[src/rtl/ffpu_pkg.sv]
// ----------------------------------------------------------------------------
// ffpu_pkg: shared types and constants of the float format pack/unpack unit
// Stage payload structs, register indexes and field widths.
// ----------------------------------------------------------------------------
package ffpu_pkg;

  localparam int unsigned DataW  = 64;
  localparam int unsigned FracW  = 52;
  localparam int unsigned SigW   = 53;
  localparam int unsigned ExpW   = 13;
  localparam int unsigned TbW    = 7;
  localparam int unsigned EbW    = 4;
  localparam int unsigned SW     = 6;
  localparam int unsigned BexpW  = 11;

  typedef enum logic {
    CMD_PACK   = 1'b0,
    CMD_UNPACK = 1'b1
  } cmd_t;

  typedef enum logic {
    REG_TOTAL_BITS = 1'b0,
    REG_EXP_BITS   = 1'b1
  } reg_idx_t;

  // Output of the decode stage.
  typedef struct packed {
    logic                    valid;
    cmd_t                    cmd;
    logic                    bad;
    logic                    sgn;
    logic                    zero;
    logic                    special;
    logic [FracW-1:0]        frac;
    logic signed [ExpW-1:0]  ex;
    logic [DataW-1:0]        w;
    logic [SW-1:0]           s;
    logic [TbW-1:0]          tb;
    logic [BexpW-1:0]        emask;
    logic [BexpW-1:0]        bias;
  } dec_t;

  // Output of the significand stage.
  typedef struct packed {
    logic                    valid;
    cmd_t                    cmd;
    logic                    bad;
    logic                    sgn;
    logic                    zero;
    logic                    special;
    logic [SigW-1:0]         sig;
    logic [BexpW-1:0]        efield;
    logic                    perr;
    logic signed [ExpW-1:0]  ushift;
    logic [SW-1:0]           s;
    logic [TbW-1:0]          tb;
    logic [BexpW-1:0]        emask;
  } sig_t;

endpackage

[src/rtl/ffpu_decode.sv]
// ----------------------------------------------------------------------------
// ffpu_decode: first pipeline stage
// Checks the width setting, splits the binary64 input, normalizes subnormals
// and masks the custom word for unpack.
// ----------------------------------------------------------------------------
module ffpu_decode (
  input  logic                          clk,
  input  logic                          rst_n,
  input  logic                          en,
  input  logic                          in_valid,
  input  ffpu_pkg::cmd_t                cmd,
  input  logic [ffpu_pkg::DataW-1:0]    value,
  input  logic [ffpu_pkg::TbW-1:0]      total_bits,
  input  logic [ffpu_pkg::EbW-1:0]      exp_bits,
  output ffpu_pkg::dec_t                dec_r
);

  ffpu_pkg::dec_t                       dec_nxt;
  logic [7:0]                           sfull;
  logic [ffpu_pkg::BexpW-1:0]           bexp;
  logic [ffpu_pkg::FracW-1:0]           frac;
  logic [5:0]                           p;
  logic signed [ffpu_pkg::ExpW-1:0]     shift;
  logic [ffpu_pkg::DataW-1:0]           tmask;

  always_comb begin
    sfull = {1'b0, total_bits} - {4'b0, exp_bits} - 8'd1;
    bexp  = value[62:52];
    frac  = value[ffpu_pkg::FracW-1:0];
    // Highest set bit of the fraction, used only for subnormals.
    p = 6'd0;
    for (int i = 0; i < ffpu_pkg::FracW; i++) begin
      if (frac[i]) p = 6'(i);
    end
    dec_nxt.valid   = in_valid;
    dec_nxt.cmd     = cmd;
    dec_nxt.bad     = (exp_bits < 4'd1) || (exp_bits > 4'd11) || (total_bits > 7'd64) ||
                      ({1'b0, total_bits} < ({4'b0, exp_bits} + 8'd2)) || (sfull > 8'd52);
    dec_nxt.sgn     = value[63];
    dec_nxt.zero    = (bexp == 11'd0) && (frac == '0);
    dec_nxt.special = (bexp == 11'h7FF);
    dec_nxt.s       = sfull[ffpu_pkg::SW-1:0];
    dec_nxt.tb      = total_bits;
    dec_nxt.bias    = (11'd1 << (exp_bits - 4'd1)) - 11'd1;
    dec_nxt.emask   = 11'((12'd1 << exp_bits) - 12'd1);
    if (bexp == 11'd0) begin
      shift        = $signed({7'd0, p}) - 13'sd1074;
      dec_nxt.frac = frac << (6'd52 - p);
    end else begin
      shift        = $signed({2'b00, bexp}) - 13'sd1023;
      dec_nxt.frac = frac;
    end
    dec_nxt.ex = shift + $signed({2'b00, dec_nxt.bias});
    tmask      = (total_bits >= 7'd64) ? '1 : ((64'd1 << total_bits) - 64'd1);
    dec_nxt.w  = value & tmask;
  end

  always_ff @(posedge clk) begin
    if (!rst_n) begin
      dec_r.valid <= 1'b0;
    end else if (en) begin
      dec_r <= dec_nxt;
    end
  end

endmodule

[src/rtl/ffpu_signif.sv]
// ----------------------------------------------------------------------------
// ffpu_signif: second pipeline stage
// Rounds the fraction into the custom significand and wraps the exponent for
// pack; extracts sign, mantissa and unbiased exponent for unpack.
// ----------------------------------------------------------------------------
module ffpu_signif (
  input  logic             clk,
  input  logic             rst_n,
  input  logic             en,
  input  ffpu_pkg::dec_t   dec_r,
  output ffpu_pkg::sig_t   sig_r
);

  ffpu_pkg::sig_t       sig_nxt;
  logic [5:0]           low;
  logic [53:0]          hi;
  logic [53:0]          rem;
  logic [53:0]          r;
  logic [53:0]          rsum;
  logic [63:0]          wsh;
  logic [63:0]          mant;
  logic [5:0]           tbm1;

  always_comb begin
    low  = 6'd52 - dec_r.s;
    hi   = {2'b00, dec_r.frac} >> low;
    rem  = {2'b00, dec_r.frac} & ((54'd1 << low) - 54'd1);
    r    = rem << (7'(dec_r.s) + 7'd1);
    rsum = r + {2'b00, dec_r.frac};
    wsh  = dec_r.w >> dec_r.s;
    mant = dec_r.w & ((64'd1 << dec_r.s) - 64'd1);
    tbm1 = 6'(dec_r.tb - 7'd1);

    sig_nxt.valid   = dec_r.valid;
    sig_nxt.cmd     = dec_r.cmd;
    sig_nxt.bad     = dec_r.bad;
    sig_nxt.special = dec_r.special;
    sig_nxt.s       = dec_r.s;
    sig_nxt.tb      = dec_r.tb;
    sig_nxt.emask   = dec_r.emask;
    sig_nxt.efield  = dec_r.ex[10:0] & dec_r.emask;
    sig_nxt.perr    = (dec_r.ex < 13'sd0) || ({1'b0, dec_r.ex[11:0]} > {2'b00, dec_r.emask});
    sig_nxt.ushift  = $signed({2'b00, wsh[10:0] & dec_r.emask}) -
                      $signed({2'b00, dec_r.bias});
    if (dec_r.cmd == ffpu_pkg::CMD_PACK) begin
      sig_nxt.sgn  = dec_r.sgn;
      sig_nxt.zero = dec_r.zero;
      sig_nxt.sig  = 53'(hi + {53'd0, rsum[53]});
    end else begin
      sig_nxt.sgn  = dec_r.w[tbm1];
      sig_nxt.zero = (dec_r.w == '0);
      sig_nxt.sig  = mant[52:0];
    end
  end

  always_ff @(posedge clk) begin
    if (!rst_n) begin
      sig_r.valid <= 1'b0;
    end else if (en) begin
      sig_r <= sig_nxt;
    end
  end

endmodule

[src/rtl/ffpu_assemble.sv]
// ----------------------------------------------------------------------------
// ffpu_assemble: third pipeline stage and output register
// Places the fields into the custom word or the binary64 pattern and applies
// the saturation and error rules.
// ----------------------------------------------------------------------------
module ffpu_assemble (
  input  logic                          clk,
  input  logic                          rst_n,
  input  logic                          en,
  input  ffpu_pkg::sig_t                sig_r,
  output logic                          out_valid_r,
  output logic [ffpu_pkg::DataW-1:0]    result_r,
  output logic                          err_r
);

  logic [ffpu_pkg::DataW-1:0] result_nxt;
  logic                       err_nxt;
  logic [63:0]                sgn_c;
  logic [63:0]                ef_c;
  logic [63:0]                em_c;
  logic [10:0]                uexp;

  always_comb begin
    sgn_c = {63'd0, sig_r.sgn} << (sig_r.tb - 7'd1);
    ef_c  = {53'd0, sig_r.efield} << sig_r.s;
    em_c  = {53'd0, sig_r.emask} << sig_r.s;
    uexp  = 11'(sig_r.ushift + 13'sd1023);
    result_nxt = '0;
    err_nxt    = 1'b0;
    if (sig_r.bad) begin
      err_nxt = 1'b1;
    end else if (sig_r.cmd == ffpu_pkg::CMD_PACK) begin
      if (sig_r.zero) begin
        result_nxt = '0;
      end else if (sig_r.special) begin
        result_nxt = sgn_c | em_c;
        err_nxt    = 1'b1;
      end else begin
        result_nxt = sgn_c | ef_c | {11'd0, sig_r.sig};
        err_nxt    = sig_r.perr;
      end
    end else begin
      if (sig_r.zero) begin
        result_nxt = '0;
      end else if (sig_r.ushift > 13'sd1023) begin
        result_nxt = {sig_r.sgn, 11'h7FF, 52'd0};
        err_nxt    = 1'b1;
      end else if (sig_r.ushift < -13'sd1022) begin
        result_nxt = {sig_r.sgn, 63'd0};
        err_nxt    = 1'b1;
      end else begin
        result_nxt = {sig_r.sgn, uexp, 52'd0} |
                     ({11'd0, sig_r.sig} << (6'd52 - sig_r.s));
      end
    end
  end

  always_ff @(posedge clk) begin
    if (!rst_n) begin
      out_valid_r <= 1'b0;
    end else if (en) begin
      out_valid_r <= sig_r.valid;
    end
  end

  always_ff @(posedge clk) begin
    if (en) begin
      result_r <= result_nxt;
      err_r    <= err_nxt;
    end
  end

endmodule

[src/rtl/float_format_pack_unpack_unit.sv]
// ----------------------------------------------------------------------------
// float_format_pack_unpack_unit: binary64 <-> custom float converter
// Three-stage pipeline that packs binary64 into a configurable float layout
// or unpacks such a word back to binary64.
// ----------------------------------------------------------------------------
// The unit takes one transaction per clock while the output side is not
// stalled and returns exactly one result transaction for each, in order. A
// transaction accepted at the input passes three register stages before it
// is presented on the output. The three stages are decode (width check,
// subnormal normalization through a leading-one search), significand
// rounding, and final assembly into the output register. The whole pipeline
// advances together: when a result sits in the output register and the
// output side does not take it, every stage holds and in_tready drops, so no
// transaction is lost or repeated. The custom word holds sign, exponent and
// significand with s = total_bits - exp_bits - 1 significand bits and bias
// 2^(exp_bits-1) - 1; it has no infinities, NaNs or subnormals. A width
// setting that is out of range yields a result of zero with range_error set.
// Configuration must only be written while no transaction is in flight.
module float_format_pack_unpack_unit (
  input  logic        clk,
  input  logic        rst_n,
  // Configuration write port: index 0 is total_bits, index 1 is exp_bits.
  input  logic        cfg_we,
  input  logic        cfg_addr,
  input  logic [6:0]  cfg_wdata,
  input  logic        in_tvalid,
  output logic        in_tready,
  input  logic [63:0] in_tdata,   // [63:0] value
  input  logic        in_tuser,   // [0] command (0 pack, 1 unpack)
  output logic        out_tvalid,
  input  logic        out_tready,
  output logic [63:0] out_tdata,  // [63:0] result
  output logic        out_tuser   // [0] range_error
);

  logic [ffpu_pkg::TbW-1:0] total_bits_r;
  logic [ffpu_pkg::EbW-1:0] exp_bits_r;
  logic                     en;
  ffpu_pkg::dec_t           dec_r;
  ffpu_pkg::sig_t           sig_r;

  // Configuration registers.
  always_ff @(posedge clk) begin
    if (!rst_n) begin
      total_bits_r <= 7'd32;
      exp_bits_r   <= 4'd8;
    end else if (cfg_we) begin
      unique case (ffpu_pkg::reg_idx_t'(cfg_addr))
        ffpu_pkg::REG_TOTAL_BITS: total_bits_r <= cfg_wdata;
        ffpu_pkg::REG_EXP_BITS:   exp_bits_r   <= cfg_wdata[3:0];
        default: ;
      endcase
    end
  end

  // The pipeline moves whenever the output register is free or being drained.
  assign en        = !out_tvalid || out_tready;
  assign in_tready = en;

  ffpu_decode u_decode (
    .clk        (clk),
    .rst_n      (rst_n),
    .en         (en),
    .in_valid   (in_tvalid),
    .cmd        (ffpu_pkg::cmd_t'(in_tuser)),
    .value      (in_tdata),
    .total_bits (total_bits_r),
    .exp_bits   (exp_bits_r),
    .dec_r      (dec_r)
  );

  ffpu_signif u_signif (
    .clk   (clk),
    .rst_n (rst_n),
    .en    (en),
    .dec_r (dec_r),
    .sig_r (sig_r)
  );

  ffpu_assemble u_assemble (
    .clk         (clk),
    .rst_n       (rst_n),
    .en          (en),
    .sig_r       (sig_r),
    .out_valid_r (out_tvalid),
    .result_r    (out_tdata),
    .err_r       (out_tuser)
  );

endmodule

[config.mk]
export PLATFORM = sky130hd
export DESIGN_NAME = float_format_pack_unpack_unit
export DESIGN_NICKNAME = d
export VERILOG_FILES = /design/src/rtl/ffpu_pkg.sv /design/src/rtl/ffpu_decode.sv /design/src/rtl/ffpu_signif.sv /design/src/rtl/ffpu_assemble.sv /design/src/rtl/float_format_pack_unpack_unit.sv
export SDC_FILE = /design/constraint.sdc
export NUM_CORES = 2
export LEC_CHECK = 0
export ABC_AREA = 1
export BUFFER_PORTS_ARGS = -buffer_cell sky130_fd_sc_hd__buf_2
export CAP_MARGIN = 20
export CORE_ASPECT_RATIO = 1.5
export CORE_MARGIN = 1
export CORE_UTILIZATION = 40
export DETAILED_ROUTE_END_ITERATION = 6
export PLACE_DENSITY = 0.63
export SYNTH_ARGS = -nofsm -noshare
export SYNTH_HDL_FRONTEND = slang
export SYNTH_SLANG_ARGS = --single-unit
[constraint.sdc]
create_clock -name clk -period 15 [get_ports clk]
set_input_delay 0.75 -clock clk [delete_from_list [all_inputs] [get_ports clk]]
set_output_delay 0.75 -clock clk [all_outputs]
set_load 0.005 [all_outputs]
# After elaboration in Yosys (flattened, before gate mapping)
# Index checks and enable logic that the tools add are counted.
dict set report op_classes {
  muxes 70
  order_cmp 11
  n_eq_ne 1
  bitwise 10
  add_sub_neg 22
  n_shift 13
  n_reduce_logical 14
}
# op n
set op_table {}
lappend op_table {{$mux W64} 7}
lappend op_table {{$or A64 B64 Y64} 3}
lappend op_table {{$shl A11 B6 Y64} 2}
lappend op_table {{$mux W6} 20}
lappend op_table {{$mux W5} 16}
lappend op_table {{$and A64 B64 Y64} 1}
lappend op_table {{$logic_not A64 Y1} 1}
lappend op_table {{$or A64 B53 Y64} 1}
lappend op_table {{$shl A1 B7 Y64} 1}
lappend op_table {{$shl A1 B7 Y64 const A} 1}
lappend op_table {{$shl A53 B6 Y64} 1}
lappend op_table {{$shr A64 B6 Y11} 1}
lappend op_table {{$sub A64 B1 Y64 const B} 1}
lappend op_table {{$add A54 B52 Y54} 1}
lappend op_table {{$and A52 B54 Y54} 1}
lappend op_table {{$shl A1 B6 Y54 const A} 1}
lappend op_table {{$shl A54 B7 Y54} 1}
lappend op_table {{$sub A54 B1 Y54 const B} 1}
lappend op_table {{$add A53 B1 Y53} 1}
lappend op_table {{$and A53 B53 Y53} 1}
lappend op_table {{$mux W53} 1}
lappend op_table {{$shl A1 B6 Y53 const A} 1}
lappend op_table {{$shr A52 B6 Y53} 1}
lappend op_table {{$sub A53 B1 Y53 const B} 1}
lappend op_table {{43 further kinds} 74}
dict set report word_totals {
  ff_bits 354
  input_bits 78
  elab_cells 172
  out_inout_bits 67
}

# Longest topological paths before layout
dict set report depth {
  ltp_word 54
  mapped_depth 79
  mapped_depth_nobuf 74
}

# Modules after synthesis
# Synthesis repeated with hierarchy kept, for this count alone.
dict set report hier_totals {
  hier_cells 7741
  area_unflattened_um2 46223.1
}
# mod cells_per_inst seq_area_each_um2 area_per_inst_um2 instances
set by_module_without_submodules {}
lappend by_module_without_submodules {ffpu_signif 3911 3203.1 21874.7 1}
lappend by_module_without_submodules {ffpu_decode 1847 5094.9 13141.4 1}
lappend by_module_without_submodules {ffpu_assemble 1918 1971.9 10752.8 1}
lappend by_module_without_submodules {float_format_pack_unpack_unit 65 220.2 454.2 1}

# Least setup slack after synthesis
# OpenSTA, ideal clock, no wires.
dict set report synth_timing {
  kind {input-to-reg}
  startpoint {input port rst_n}
  endpoint {register u_decode.dec_r[0] (netlist name)}
  required_ps 14085
  t_arrival_ps 12455
  setup_ps 915
  slack_ps 1630
  stages 3
  n_path_buf 1
  path_cell_list {clkbuf_1 -> inv_1 -> nor2_1}
}
dict set report synth_between {
  elab_chain_cells 1
}
# item line
set synth_lines {}
lappend synth_lines {{start: declaration} float_format_pack_unpack_unit.sv:21} ;# input logic rst_n,
lappend synth_lines {{$reduce_and A2 Y1 (no line)} n/a}
# No other way between the ends.
# A chain may end at the register's enable or synchronous reset.

==> impl_results.html <==
<table>
<tr><th>Metric</th><th>Value</th></tr>
<tr><th colspan="2">Synth</th></tr>
<tr><td>Yosys top cell area share</td><td>23.33%</td></tr>
<tr><td>Instance count of the mapped netlist</td><td>6936</td></tr>
<tr><td>Top flip-flop cell by instance count after synthesis</td><td>edfxtp_1</td></tr>
<tr><td>Avg Inst Size Synth</td><td>6.310 um^2</td></tr>
<tr><td>Area share of fa/ha/maj cells after synthesis</td><td>3.968%</td></tr>
<tr><td>Yosys cell types</td><td>97</td></tr>
<tr><td>Flip-flop and latch count after synthesis</td><td>354</td></tr>
<tr><td>Proportion of synthesized flip-flops having asynchronous set or reset</td><td>0%</td></tr>
<tr><td>Largest family of logic cells by synthesized area</td><td>simple AND/OR/NAND/NOR gates</td></tr>
<tr><td>Synthesized netlist net count</td><td>7151</td></tr>
<tr><td>Ys Warns</td><td>0</td></tr>
<tr><td>Portion of netlist area occupied by mux cells</td><td>2.676%</td></tr>
<tr><td>Portion of the post-synthesis area used by sequential elements</td><td>23.97%</td></tr>
<tr><td>Xor and xnor area share after synthesis</td><td>2.287%</td></tr>
<tr><td>Simple-gate area share of the yosys netlist</td><td>33.25%</td></tr>
<tr><td>Compound-cell area share of the yosys netlist</td><td>22.02%</td></tr>
<tr><td>Post-synth EDFFs</td><td>340</td></tr>
<tr><td>Post-synthesis cell type with the largest combined area</td><td>edfxtp_1</td></tr>
<tr><td>Cells taking the most area after synthesis</td><td>edfxtp_1 (23%), nand2_1 (13%), o21ai_0 (9.6%), nor2_1 (6.8%), nand3_1 (6.6%)</td></tr>
<tr><td>Cell Area, Synth</td><td>0.04376 mm^2</td></tr>
<tr><th colspan="2">Power and ir drop</th></tr>
<tr><td>Power density over cell area</td><td>123.6 mW/mm^2</td></tr>
<tr><td>Pwr Total</td><td>0.005716 W</td></tr>
<tr><td>Worst vdd rail ir drop</td><td>108.4 uV</td></tr>
<tr><td>Leakage power summed over all cells</td><td>20.20 nW</td></tr>
<tr><th colspan="2">STA</th></tr>
<tr><td>Fin Clk Skew</td><td>49.99 ps</td></tr>
<tr><td>Slew headroom</td><td>23.62%</td></tr>
<tr><td>Minimum hold slack</td><td>348.6 ps</td></tr>
<tr><td>Final critical-path share of the clock period</td><td>77.03%</td></tr>
<tr><td>Slew of the pin with the lowest slew margin</td><td>1141 ps</td></tr>
<tr><td>Final count of pins violating max slew</td><td>0</td></tr>
<tr><td>Setup repair after global routing missed its margin</td><td>no</td></tr>
<tr><td>Achievable Freq</td><td>86.54 MHz</td></tr>
<tr><td>Setup TNS Final</td><td>0 ps</td></tr>
<tr><td>Fin crit period</td><td>11550 ps</td></tr>
<tr><td>Total of endpoints with negative setup slack in the final report</td><td>0</td></tr>
<tr><td>Final hold violation count</td><td>0</td></tr>
<tr><th colspan="2">Global route</th></tr>
<tr><td>Wire length of the first global-routing pass</td><td>306600 um</td></tr>
<tr><td>Met1 Track Usage GR</td><td>37.81%</td></tr>
<tr><td>Routing layer with the top usage in global route</td><td>met2</td></tr>
<tr><td>Overall global routing resource usage</td><td>37.39%</td></tr>
<tr><td>Number of global-route vias before repair</td><td>46820</td></tr>
<tr><td>Largest net degree at the start of global routing</td><td>224</td></tr>
<tr><td>Met2 Track Usage GR</td><td>62.43%</td></tr>
<tr><td>Number of antenna violations at the first check in global routing</td><td>19</td></tr>
<tr><td>Gr ovfl total</td><td>0</td></tr>
<tr><td>M3 GR Usage</td><td>7.110%</td></tr>
<tr><th colspan="2">Floorplanning</th></tr>
<tr><td>Horizontal extent of the die</td><td>272.1 um</td></tr>
<tr><td>Num rows</td><td>148</td></tr>
<tr><td>Area enclosed by the die boundary</td><td>0.1108 mm^2</td></tr>
<tr><td>Chip Height</td><td>407.1 um</td></tr>
<tr><td>Starting density of the core</td><td>40.33%</td></tr>
<tr><td>Number of primary I/O pins</td><td>145</td></tr>
<tr><td>Core Footprint</td><td>0.1085 mm^2</td></tr>
<tr><th colspan="2">Min path</th></tr>
<tr><td>Min-delay worst type</td><td>primary input to register</td></tr>
<tr><td>Number of cells on the worst hold path</td><td>1</td></tr>
<tr><td>Start point of the worst min-delay path</td><td>in_tuser</td></tr>
<tr><th colspan="2">Place</th></tr>
<tr><td>Area after DPL</td><td>0.04484 mm^2</td></tr>
<tr><td>Post-detailed-placement half-perimeter wirelength</td><td>167800 um</td></tr>
<tr><td>Port bufs</td><td>144</td></tr>
<tr><td>Final weighted congestion in routability-driven placement</td><td>1.149</td></tr>
<tr><th colspan="2">Critical path</th></tr>
<tr><td>Arrival time of data at the critical path endpoint</td><td>11900 ps</td></tr>
<tr><td>Most common cell type on the critical path</td><td>o21ai_0</td></tr>
<tr><td>WP depth</td><td>64</td></tr>
<tr><td>Number of buffers and inverters on the critical path</td><td>12</td></tr>
<tr><td>CP Launch Type</td><td>register</td></tr>
<tr><td>Worst r2r src</td><td>u_decode.dec_r[30]</td></tr>
<tr><td>R2R Setup Slk</td><td>3450 ps</td></tr>
<tr><td>Worst Setup SP</td><td>u_decode.dec_r[30]</td></tr>
<tr><td>Crit path kind</td><td>register to register</td></tr>
<tr><td>Number of cells on the worst reg-to-reg path</td><td>64</td></tr>
<tr><td>Worst setup endpoint</td><td>u_signif.sig_r[91]</td></tr>
<tr><td>Data required time at the worst endpoint</td><td>15340 ps</td></tr>
<tr><td>CP Max Fanout</td><td>63</td></tr>
<tr><td>Largest stage delay on the critical path</td><td>730 ps</td></tr>
<tr><td>Sort of element at the end of the critical path</td><td>register</td></tr>
<tr><td>Dominant delay contributor by cell family on the critical path</td><td>simple AND/OR/NAND/NOR gates</td></tr>
<tr><td>R2r endpoint</td><td>u_signif.sig_r[91]</td></tr>
<tr><td>Slowest library cell on the worst path</td><td>inv_2</td></tr>
<tr><th colspan="2">Cells and area</th></tr>
<tr><td>Most frequent cells in the layout</td><td>nand2_1 (1551), o21ai_0 (839), nor2_1 (784)</td></tr>
<tr><td>Post-route cell area</td><td>0.04626 mm^2</td></tr>
<tr><td>Filler Cells Inserted</td><td>11870</td></tr>
<tr><td>Post-layout net count</td><td>7015</td></tr>
<tr><td>Final core utilization</td><td>42.63%</td></tr>
<tr><td>Fraction of final layout cells sized beyond drive strength 1</td><td>8.082%</td></tr>
<tr><td>Area Growth Syn to Fin</td><td>5.695%</td></tr>
<tr><td>Most common cell after layout, fill and taps aside</td><td>nand2_1</td></tr>
<tr><th colspan="2">Clock tree</th></tr>
<tr><td>Total clock buffers created by CTS</td><td>40</td></tr>
<tr><td>Clock Sinks</td><td>354</td></tr>
<tr><td>Clock Latency Late Sink</td><td>620 ps</td></tr>
<tr><td>CTS tree</td><td>done</td></tr>
<tr><td>Maximum root-to-sink buffer count</td><td>3</td></tr>
<tr><td>Setup Buffers After CTS</td><td>0</td></tr>
<tr><td>Number of hold buffers added after cts</td><td>0</td></tr>
<tr><td>H-tree depth reported by CTS</td><td>2</td></tr>
<tr><td>Clock root cell</td><td>clkbuf_16</td></tr>
<tr><td>CTS clk-pin slew, worst paths</td><td>70 ps</td></tr>
<tr><td>Resized Gates After CTS</td><td>0</td></tr>
<tr><th colspan="2">Job</th></tr>
<tr><td>Max capacitance violation total</td><td>0</td></tr>
<tr><th colspan="2">Detailed routing</th></tr>
<tr><td>Count of TritonRoute iterations in the first routing pass</td><td>6</td></tr>
<tr><td>Routed wire length</td><td>214200 um</td></tr>
<tr><td>DRC violations left</td><td>1</td></tr>
<tr><td>Average wire length per cell after detail routing</td><td>25.91 um</td></tr>
<tr><td>Vias after detailed routing</td><td>50030</td></tr>
<tr><td>ANT nets after route</td><td>0</td></tr>
<tr><td>Post-detailed-route via-to-cell ratio</td><td>6.052</td></tr>
<tr><td>Detailed router's first-iteration violation count</td><td>5316</td></tr>
<tr><th colspan="2">Outcome</th></tr>
<tr><td>Result of the run</td><td>finished with violations</td></tr>
<tr><td>Violations in the final reports</td><td>design-rule violations</td></tr>
</table>
==> final cells by class <==
type                            count  area, um^2  share of cell area, %
Clock inverter                     28       349.1                 0.7547
Sequential cell                   354       10490                  22.68
Inverter                          785        2983                  6.448
Antenna cell                       11       27.53                0.05951
Clock buffer                       44        1016                  2.196
Multi-Input combinational cell   5389       28220                  61.00
Timing Repair Buffer              230        1391                  3.008
Tap cell                         1425        1783                  3.854
==> stage by stage <==
step	worst slack (ps)	instances
detailed placement	3733	8180
finish	3445	8266
global placement	3829	8180
CTS	3729	8252
floorplan	1630	6936
global route	2536	8256
==> where the power goes <==
part	total [W]	switching, W	internal [W]
combinational	0.00328	0.00237	0.000910
sequential	0.00140	0.000152	0.00125
clock	0.00103	0.000443	0.000589
==> flip-flops by register name, summed over array words and instances (netlist names) <==
name	cells
u_signif.sig_r	107
u_assemble.out_valid_r	1
total_bits_r	7
u_assemble.result_r	64
exp_bits_r	4
u_assemble.err_r	1
u_decode.dec_r	170
==> cells by family (layout without fill, tap and decap cells) <==
| group | count (synthesis) | count (layout) |
|---|---|---|
| AO/OA/AOI/OAI | 1678 | 1678 |
| multiplexers | 117 | 117 |
| AND/OR/NAND/NOR | 3347 | 3347 |
| XOR/XNOR | 110 | 110 |
| adder cells (fa/ha/maj) | 137 | 137 |
| buffers and inverters | 1193 | 1087 |
| other | 0 | 11 |
| flip-flops | 354 | 354 |
==> worst min path at each step <==
stage | endpoint | slack [ps]
floorplan | u_signif.sig_r[102] | 400
global route | u_decode.dec_r[168] | 360
CTS | u_decode.dec_r[168] | 360
global placement | u_signif.sig_r[105] | 410
finish | u_decode.dec_r[168] | 350
detailed placement | u_signif.sig_r[105] | 410
==> cell usage after synthesis, drive strengths merged (17+ instances only) <==
cell type / count
nand2: 1572
o21ai: 895
nor2: 837
inv: 761
nand3: 584
a21oi: 342
edfxtp: 340
clkbuf: 295
nor3: 167
ha: 134
mux2i: 117
buf: 113
o22ai: 94
xor2: 74
nand4: 70
a31oi: 61
nor4: 55
o211ai: 53
or2: 45
xnor2: 36
a211oi: 30
o31ai: 28
a221oi: 27
o221ai: 25
clkinv: 24
a311oi: 17
==> worst reg2reg max path, delay by kind of cell (launching register included) <==
kind / cells / cell delay [ps]
AOI/OAI and AO/OA: 19 / 3050
and+or+nand+nor: 26 / 3670
DFF: 1 / 520
adders and majority gates: 6 / 1520
xor gates and xnor gates: 1 / 520
buffers and inverters: 12 / 2050
==> metal layers <==
layer / share of wire (%) / vias to the layer above / wire length [um]
li1: - / 23380 / -
met1: 33 / 22930 / 71690
met2: 46 / 2714 / 99470
met3: 7.4 / 984 / 15850
met4: 13 / 18 / 27040
met5: 0.056 / - / 119
Power figures use the tool's default switching activity.
